===== src/hdl/linear_blend_vertex_skinning_assert.svh =====
// Assertion macros shared by the skinning block.
`ifndef LINEAR_BLEND_VERTEX_SKINNING_ASSERT_SVH
`define LINEAR_BLEND_VERTEX_SKINNING_ASSERT_SVH
// Asserts that a condition implies another at the same edge.
`define LBVS_ASSERT_IMPL(label, pre, post) \
  label: assert property (@(posedge clk) disable iff (!rst_n) (pre) |-> (post)) \
    else $error("assertion failed");
// Asserts that a condition implies another in the next cycle.
`define LBVS_ASSERT_NEXT(label, pre, post) \
  label: assert property (@(posedge clk) disable iff (!rst_n) (pre) |=> (post)) \
    else $error("assertion failed");
`endif


===== src/hdl/lbvs_pkg.sv =====
// Package with shared types and constants of the skinning block.
package lbvs_pkg;
  localparam int MatrixSlotsDef = 64;
  localparam int MaxInfluencesDef = 4;
  localparam int WordsPerMatrix = 12;
  localparam logic CmdLoad = 1'b0;
  localparam logic CmdSkin = 1'b1;

  typedef struct packed {
    logic        last;
    logic        skip;
    logic        pass;
    logic [16:0] weight;
    logic [31:0] pos_x;
    logic [31:0] pos_y;
    logic [31:0] pos_z;
  } lbvs_job_t;

  function automatic logic [31:0] sat32(input logic signed [63:0] acc);
    logic signed [47:0] v;
    v = acc[63:16];
    if (v > 48'sd2147483647) begin
      return 32'h7fffffff;
    end else if (v < -48'sd2147483648) begin
      return 32'h80000000;
    end
    return v[31:0];
  endfunction
endpackage


===== src/hdl/lbvs_front.sv =====
// Front end: takes input beats, writes matrix words and queues skin jobs.
module lbvs_front #(
  parameter int MatrixSlots = lbvs_pkg::MatrixSlotsDef,
  parameter int MaxInfluences = lbvs_pkg::MaxInfluencesDef
) (
  input  logic                   clk,
  input  logic                   rst_n,
  input  logic                   in_tvalid,
  output logic                   in_tready,
  input  logic                   cmd,
  input  logic [5:0]             load_slot,
  input  logic [3:0]             load_word,
  input  logic [31:0]            load_value,
  input  logic [31:0]            pos_x,
  input  logic [31:0]            pos_y,
  input  logic [31:0]            pos_z,
  input  logic [16:0]            weight,
  input  logic [5:0]             matrix_slot,
  input  logic                   last_influence,
  output logic                   we,
  output logic [$clog2(MatrixSlots*lbvs_pkg::WordsPerMatrix)-1:0] waddr,
  output logic [31:0]            wdata,
  output logic                   job_valid,
  input  logic                   job_ready,
  output lbvs_pkg::lbvs_job_t    job,
  output logic [$clog2(MatrixSlots+1)-1:0] job_slot
);
  import lbvs_pkg::*;
  localparam int AW = $clog2(MatrixSlots*WordsPerMatrix);
  localparam int SW = $clog2(MatrixSlots+1);
  localparam int CW = $clog2(MaxInfluences+1);

  logic          full_r, full_nxt;
  lbvs_job_t     job_r, job_nxt;
  logic [SW-1:0] slot_r, slot_nxt;
  logic [CW-1:0] count_r, count_nxt;
  logic          stopped_r, stopped_nxt;
  logic          pass_r, pass_nxt;
  logic          acc_in;
  logic          skip;
  logic [SW-1:0] eff_slot;

  // Beats are taken only while the back end is idle, so a matrix write never
  // overtakes the reads of an earlier influence.
  assign in_tready = !full_r && job_ready;
  assign acc_in = in_tvalid && in_tready;
  assign we = acc_in && (cmd == CmdLoad) && (32'(load_slot) < MatrixSlots)
              && (load_word < 4'(WordsPerMatrix));
  assign waddr = AW'(32'(load_slot) * WordsPerMatrix + 32'(load_word));
  assign wdata = load_value;
  assign eff_slot = (32'(matrix_slot) < MatrixSlots) ? SW'(matrix_slot) : '0;
  assign skip = stopped_r || (weight == '0) || (32'(count_r) >= MaxInfluences);
  assign job_valid = full_r;
  assign job = job_r;
  assign job_slot = slot_r;

  always_comb begin
    full_nxt = full_r && !job_ready;
    job_nxt = job_r;
    slot_nxt = slot_r;
    count_nxt = count_r;
    stopped_nxt = stopped_r;
    pass_nxt = pass_r;
    if (acc_in && cmd == CmdSkin) begin
      full_nxt = 1'b1;
      slot_nxt = eff_slot;
      job_nxt.last = last_influence;
      job_nxt.skip = skip;
      job_nxt.pass = pass_r || (!stopped_r && weight == '0 && count_r == '0);
      job_nxt.weight = weight;
      job_nxt.pos_x = pos_x;
      job_nxt.pos_y = pos_y;
      job_nxt.pos_z = pos_z;
      if (!skip) begin
        count_nxt = count_r + 1'b1;
      end
      if (!stopped_r && weight == '0) begin
        stopped_nxt = 1'b1;
        pass_nxt = (count_r == '0);
      end
      if (last_influence) begin
        count_nxt = '0;
        stopped_nxt = 1'b0;
        pass_nxt = 1'b0;
      end
    end
  end

  always_ff @(posedge clk) begin
    if (!rst_n) begin
      full_r <= 1'b0;
      count_r <= '0;
      stopped_r <= 1'b0;
      pass_r <= 1'b0;
    end else begin
      full_r <= full_nxt;
      count_r <= count_nxt;
      stopped_r <= stopped_nxt;
      pass_r <= pass_nxt;
    end
    job_r <= job_nxt;
    slot_r <= slot_nxt;
  end
endmodule


===== config.mk =====
export PLATFORM = sky130hd
export DESIGN_NAME = lbvs_front
export DESIGN_NICKNAME = d
export VERILOG_FILES = /design/src/hdl/linear_blend_vertex_skinning_assert.svh /design/src/hdl/lbvs_pkg.sv /design/src/hdl/lbvs_front.sv
export SDC_FILE = /design/constraint.sdc
export NUM_CORES = 1
export LEC_CHECK = 0
export ABC_CLOCK_PERIOD_IN_PS = 6100
export BUFFER_PORTS_ARGS = -buffer_cell sky130_fd_sc_hd__buf_2
export CORE_AREA = 2 2 131 133
export CTS_CLUSTER_SIZE = 25
export DETAILED_ROUTE_END_ITERATION = 10
export DIE_AREA = 0 0 133 135
export PLACE_DENSITY = 0.58
export SYNTH_ARGS = -nofsm -noshare
export SYNTH_HDL_FRONTEND = slang
export SYNTH_SLANG_ARGS = --single-unit

===== constraint.sdc =====
create_clock -name clk -period 6.1 [get_ports clk]
set_input_delay 0 -clock clk [delete_from_list [all_inputs] [get_ports clk]]
set_output_delay 0 -clock clk [all_outputs]
set_load 0.005 [all_outputs]

Word-level counts from Yosys, hierarchy flattened
Cells that the tools add are included.
{"block": "op_classes", "n_bitwise": 1, "muxes": 7, "multipliers": 1, "n_eq_ne": 1, "order_cmp": 2, "add_sub_neg": 2, "n_reduce_logical": 19}
{"op": "17-bit zero test", "n": 1}
{"op": "10-bit by 4-bit adder with 10-bit output", "n": 1}
{"op": "1-bit logical AND", "n": 8}
{"op": "6-bit by 2-bit multiplier with 8-bit output (second input constant)", "n": 1}
{"op": "3-bit two-way mux", "n": 2}
{"op": "1-bit two-way mux", "n": 5}
{"op": "4-bit less-than comparator (second input constant)", "n": 1}
{"op": "2-bit AND reduction", "n": 2}
{"op": "3-bit by 1-bit adder with 3-bit output (second input constant)", "n": 1}
{"op": "3-bit >= comparator (second input constant)", "n": 1}
{"op": "1-bit zero test", "n": 3}
{"op": "3-bit zero test", "n": 1}
{"op": "1-bit logical OR", "n": 3}
{"op": "2-bit inequality test (second input constant)", "n": 1}
{"op": "2-bit nonzero test", "n": 1}
{"op": "1-bit inverter", "n": 1}
{"block": "totals", "wordCells": 45, "ff_bits": 128, "output_inout_bits": 168, "input_bits": 167}

Longest topological paths before layout
Gate-level depths: netlist of run 1.
{"block": "logic_depth", "ltp_word": 5, "depth_mapped": 7, "depth_no_buf": 7}

Worst setup path after synthesis of run 1
Ideal clock, no wire load.
{"block": "synth_path", "path_type": "register -> register", "from": "register full_r, in the netlist job_valid", "to": "register pass_r", "arrival_ns": 3.711, "setup_slack_ns": 2.313, "path_stages_with_launch": 7, "n_path_buf": 0, "synth_period_minus_slack_ns": 3.787, "required_ns": 6.024, "setup_time_ns": 0.076, "cell_sequence": "dfxtp_1 > nor2b_1 > nand3_1 > inv_1 > and3_1 > a32oi_1 > a21boi_0"}
{"block": "synth_between", "elab_chain_cells": 5}
{"item": "from (decl)", "line_no": "lbvs_front.sv:33", "text": "logic full_r, full_nxt;"}
{"item": "from (signal assigned)", "line_no": "lbvs_front.sv:96", "text": "full_r <= full_nxt;"}
{"item": "1-bit zero test", "line_no": "lbvs_front.sv:45", "text": "assign in_tready = !full_r && job_ready;"}
{"item": "1-bit logical AND", "line_no": "lbvs_front.sv:45"}
{"item": "named net in_tready", "line_no": "lbvs_front.sv:9", "text": "output logic in_tready,"}
{"item": "1-bit logical AND", "line_no": "lbvs_front.sv:46", "text": "assign acc_in = in_tvalid && in_tready;"}
{"item": "1-bit logical AND", "line_no": "lbvs_front.sv:64", "text": "if (acc_in && cmd == CmdSkin) begin"}
{"item": "2-bit AND reduction (no source line)"}
{"item": "to (signal assigned)", "line_no": "lbvs_front.sv:99", "text": "pass_r <= pass_nxt;"}
{"item": "to (decl)", "line_no": "lbvs_front.sv:38", "text": "logic pass_r, pass_nxt;"}
The timed path passes the listed nets, and every way through them passes these cells.
A chain may end at the register's enable or synchronous reset.

Worst setup path in the final report of run 1
{"block": "layout_path", "from": "register full_r, in the netlist job_valid", "to": "register job_r, in the netlist job[100], enable pin"}
{"block": "layout_between", "elab_chain_cells": 4}
{"item": "1-bit zero test", "line_no": "lbvs_front.sv:45"}
{"item": "1-bit logical AND", "line_no": "lbvs_front.sv:45"}
{"item": "1-bit logical AND", "line_no": "lbvs_front.sv:46"}
{"item": "1-bit logical AND", "line_no": "lbvs_front.sv:64"}
{"item": "to (signal assigned)", "line_no": "lbvs_front.sv:101", "text": "job_r <= job_nxt;"}
{"item": "to (decl)", "line_no": "lbvs_front.sv:34", "text": "lbvs_job_t job_r, job_nxt;"}
Every way passes these cells.

==> flow_summary.toml, run 1 <==
[hold_path]
hp-class = "input pin to output pin"
min-delay-start = "load_value[17]"

[drt]
dr_total_vias = 3655
via_per_inst = 4.22
wl_met1_um = 4790
drt-wirelength-per-cell_um = 16.4
first_iter_violations = 123
wl_um = 14200
top_layer_used = "met4"
route.met2.wl_um = 7870
antenna_left = 0
firstDrtPassIters = 4
dr_wl_met3_um = 1150
drc = 0

[timing]
holdWs_ns = 0.00000198
maxSlewHeadroom = 0.339
tightest_slew_ns = 0.992
min_period_over_period = 0.414
rsz0062_at_grt = "no"
fin_skew_ns = 0.00474
slew_viol_final = 0
setup_slack_ns = 3.58
setup_tns_ns = 0
min_period_ns = 2.52
max_freq_mhz = 396
setup_viol = 0
hold_viol_final = 0

[grt]
grt_pass1_vias = 3837
grt_pass1_wl_um = 20700
gr-total-overflow = 0
grt_max_degree = 83
antenna_found_initial = 0
grt_util_all_layers = 0.155

[synthesis]
synth_ff_type = "edfxtp_1"
ys_seq_area_frac = 0.794
synthArstFlopShare = 0
syn_nets = 440
synth_cell_types = 44
synthCells = 260
syn-mean-instance-area_sq_um = 18.3
synth-edff-count = 122
synth-seq-cells = 128
synth_warnings = 0
netlist_area_sq_um = 4770

[clock_network]
clock_tree.root_cell = "clkbuf_16"
clk_pin_slew_ns = 0.06
cts_tree = "done"
post_cts_buffers = 0
cts_resized = 0
numCtsBuffers = 17
clockBufferDepth = 2
clkLatencyLatePin_ns = 0.41
cts_sinks = 128
cts.hold.buffers_added = 123
htree_levels = 4

[worst_setup_path]
crit_start = "job_valid$_SDFF_PN0_"
start_kind = "flop"
cp_max_fo = 82
rr_startpoint = "job_valid$_SDFF_PN0_"
crit_required_ns = 6.13
end_kind = "flop"
arrival_ns = 2.55
critPathKind = "flop to flop"

[placement]
gp_congestion = 0.788
port_buffers = 265
dpl.hpwl_um = 9910
dp_slack_ns = 3.57

[floorplanning]
design.die.area_sq_um = 18000
fp-row-count = 47
start_util = 0.291
io-pin-count = 335
die-height_um = 135
coreArea_sq_um = 16400
die_w_um = 133

[pwr]
power.total_uw = 2210
ir_worst_vdd_v = 0.000176
share_comb_of_total_power = 0.099
p_int_uw = 1700
p_per_area_nw_per_um2 = 278
switchingPower_uw = 509
leakagePower_uw = 0.00332
p_seq_frac = 0.451
power_switching_share = 0.230
pwr-share-clk = 0.449

[cells_and_area]
area_growth_pct = 66.5
diodes = 0
nFillCells = 1419
nets = 813
drive_gt1_frac = 0.478

[job]
cap_violations = 0

[run_status]
status = "finished, final reports clean"
worst max-delay path, stage by stage (launching register included):
cell	delay, ns
dfxtp_1	0.32
nor2b_1	0.16
nand3_1	0.23
inv_4	0.47
buf_4	0.86
stage by stage:
step / utilization / std cells / cell area, sq um
after floorplan: - / 260 / 4770
after global placement: 0.373 / 711 / 6120
after detailed placement: 0.373 / 711 / 6120
after CTS: 0.484 / 866 / 7940
after global routing: 0.484 / 866 / 7940
final: 0.484 / 866 / 7940
cells in the mapped netlist, types with 2 or more instances:
cell,instances,area [sq um]
nor2_1,7,26.3
a21o_1,2,15.0
nor4_1,3,18.8
nor3_1,3,15.0
edfxtp_1,122,3660
and3_1,3,18.8
a21oi_1,4,20.0
ha_1,11,138
o21ai_0,5,25.0
xnor2_1,4,35.0
xor2_1,3,26.3
o21bai_1,2,15.0
fa_1,2,40.0
buf_4,35,263
a32oi_1,2,17.5
dfxtp_1,6,120
or3_1,3,18.8
nand3_1,3,15.0
o22ai_1,2,12.5
inv_1,6,22.5
nand2_1,7,26.3
a21boi_0,3,22.5
per-layer routing:
metal | up-vias | track usage
met4 | 0 | 0.0741
li1 | 1709 | -
met2 | 176 | 0.296
met3 | 51 | 0.0563
met5 | - | 0
met1 | 1719 | 0.147
placed cells by master, fill, tap and decap left out, types with 4 or more instances in the layout:
| cell type | n |
|---|---|
| buf_2 | 265 |
| clkbuf_16 | 17 |
| inv_6 | 5 |
| inv_8 | 4 |
| o21ai_0 | 5 |
| a21oi_1 | 4 |
| ha_1 | 11 |
| xnor2_1 | 4 |
| inv_1 | 5 |
| nor2_1 | 7 |
| edfxtp_1 | 122 |
| dlygate4sd3_1 | 123 |
| dfxtp_1 | 6 |
| nand2_1 | 7 |
power by group through the flow:
stage / combinational, uW / clock [uW] / sequential, uW
final: 220 / 992 / 998
after global routing: 240 / 1050 / 999
after CTS: 221 / 1020 / 997
after detailed placement: 155 / 0 / 1020
after global placement: 152 / 0 / 1020
after floorplan: 76.7 / 0 / 1020
kinds of logic (layout without fill, tap and decap cells):
family                   count (synthesis)  after routing  synth area share
AO/OA/AOI/OAI                           31             31            0.0475
XOR/XNOR                                 7              7            0.0129
adder cells (fa/ha/maj)                 13             13            0.0373
buffers and inverters                   42            428            0.0606
flip-flops                             128            128             0.794
multiplexers                             1              1           0.00315
other                                    1              1          0.000787
AND/OR/NAND/NOR                         37             37            0.0441
sequential cells by signal, indices dropped and copies added, names as in the netlist:
register   cells
count_r        3
job          116
job_slot       6
job_valid      1
pass_r         1
stopped_r      1
worst paths after layout:
kind                                                 to  slack (ns)  cells after the start
worst max-delay path                 job[100]$_DFFE_PP_        3.58                      4
worst min-delay path                          wdata[17]    0.000002                      0
worst max register to register       job[100]$_DFFE_PP_        3.58                      4
worst min register to register  count_r[2]$_SDFFE_PN0P_        0.45                      2
cell type report:
type,instances,area (sq um),share of cell area
well taps,220,275,0.0347
multi-input cells,90,694,0.0875
flip-flops and latches,128,3780,0.477
inverters,7,28.8,0.00362
repair buffers,389,2560,0.323
clock inverters,15,166,0.0210
clock buffers,17,425,0.0536
Power figures use the tool's default switching activity.
==> run 2: changes to the inputs <==
Settings changed: ABC_CLOCK_PERIOD_IN_PS 6100 to 2080, PLACE_DENSITY 0.58 to 0.6.
Clock period 6.1 ns to 2.08 ns, I/O delays scaled along.
==> flow_summary.toml, run 2 (synthesized netlist as in run 1, its figures left out) <==
[drt]
drc = 0
antenna_left = 0
wl_um = 14100
dr_total_vias = 3658
first_iter_violations = 178
via_per_inst = 4.20
firstDrtPassIters = 5
drt-wirelength-per-cell_um = 16.2

[floorplanning]
design.die.area_sq_um = 18000
die_w_um = 133
coreArea_sq_um = 16400
io-pin-count = 335
fp-row-count = 47
die-height_um = 135
start_util = 0.291

[pwr]
ir_worst_vdd_v = 0.000600
power_switching_share = 0.222
switchingPower_uw = 1410
p_int_uw = 4950
leakagePower_uw = 0.00332
pwr-share-clk = 0.435
p_per_area_nw_per_um2 = 797
share_comb_of_total_power = 0.105
p_seq_frac = 0.460

[timing]
min_period_over_period = 0.950
setup_viol = 0
max_freq_mhz = 506
min_period_ns = 1.98
slew_viol_final = 0
fin_skew_ns = 0.0137
holdWs_ns = 0.00000197
hold_viol_final = 0
rsz0062_at_grt = "no"

[placement]
dpl.hpwl_um = 10100
port_buffers = 265
gp_congestion = 0.760
placed_area_sq_um = 6180

[cells_and_area]
nFillCells = 1379
multiInputGateArea_sq_um = 724
fin_area_sq_um = 7990
drive_gt1_frac = 0.488
final_common_cell = "buf_2"
final_cell_mix = "buf_2 (265), dlygate4sd3_1 (123), edfxtp_1 (122)"
largest_register_ffs = 116
seqCellArea_sq_um = 3780
nets = 815
area_growth_pct = 67.5

[grt]
grt_pass1_wl_um = 20700
grt_max_degree = 77
grt_util_all_layers = 0.153
antenna_found_initial = 2
gr-total-overflow = 0
grt_pass1_vias = 3997

[clock_network]
cts_sinks = 128
clkLatencyLatePin_ns = 0.42
numCtsBuffers = 17
post_cts_buffers = 0
htree_levels = 4
clock_tree.root_cell = "clkbuf_16"
clockBufferDepth = 2
cts_tree = "done"

[worst_setup_path]
cpMostUsedCell = "buf_2"
critPathBufInv = 2
arrival_ns = 1.98
critPathKind = "input pin to output pin"
end_kind = "output pin"
crit_required_ns = 2.08
crit_slowest_cell = "fa_2"
cp_slowest_stage_delay_ns = 0.59
start_kind = "input pin"
crit_family = "adder cells"
timing.critical_path.cells = "buf_2 -> ha_1 -> fa_2 -> nand3_1 -> and4b_1 -> mux2_4 -> o22ai_2 -> buf_2"
cp_max_fo = 4

[hold_path]
hp-class = "input pin to output pin"

[job]
cap_violations = 0

[run_status]
status = "finished, final reports clean"
## run 2: changes by cell type in the layout (fill, tap and decap cells not counted), moves of 2 or more
| cell | delta |
|---|---|
| clkinv_2 | +4 |
| inv_8 | -3 |
| buf_12 | +2 |
| clkinv_4 | +2 |
| diode_2 | +2 |
| inv_6 | -2 |
## run 2: worst paths after layout
| path | endpoint | from | slack (ns) | cells past startpoint |
|---|---|---|---|---|
| hold / removal | wdata[15] | load_value[15] | 0.000002 | 0 |
| setup / recovery | waddr[9] | load_slot[1] | 0.10 | 8 |
| setup reg to reg | pass_r$_SDFFE_PN0P_ | job_valid$_SDFF_PN0_ | 0.47 | 7 |
| hold reg to reg | count_r[2]$_SDFFE_PN0P_ | count_r[2]$_SDFFE_PN0P_ | 0.46 | 2 |
## run 2: cell type report
cell class,instances,area share
Sequential cell,128,0.474
Timing Repair Buffer,391,0.326
Multi-Input combinational cell,90,0.0907
Clock buffer,17,0.0533
Tap cell,220,0.0345
Clock inverter,15,0.0171
Inverter,7,0.00376
Antenna cell,2,0.000627
## run 2: timing repair
| action | CTS | global route |
|---|---|---|
| setup endpoints to repair | 0 | 1 |
| hold endpoints to repair | 126 | 0 |
| hold buffers | 123 | 0 |
| gates resized for setup | 0 | 2 |
## run 2: metal layers
metal	wire length, um	up-vias	track usage
met3	1170	37	0.0556
met1	4820	1720	0.145
met4	338	0	0.0711
li1	-	1713	-
met5	0	-	0
met2	7790	188	0.291
## run 2: per-stage QoR
stage          utilization  power (uW)  setup slack [ns]  TNS (ns)  instances
5_1_grt              0.487        6590            0.0264         0        870
4_1_cts              0.486        6410            0.0538         0        868
6_report             0.487        6370             0.104         0        870
3_5_place_dp         0.377        3450            0.0654         0        713
3_3_place_gp         0.377        3430             0.129         0        713
2_1_floorplan            -        3220            -0.797    -76.97        260
## run 2: power by group through the flow
stage	logic, uW	clock network (uW)	registers (uW)
after floorplan	228	0	2990
after CTS	668	2820	2930
after detailed placement	471	0	2980
after global placement	458	0	2980
final	671	2770	2930
after global routing	729	2930	2930
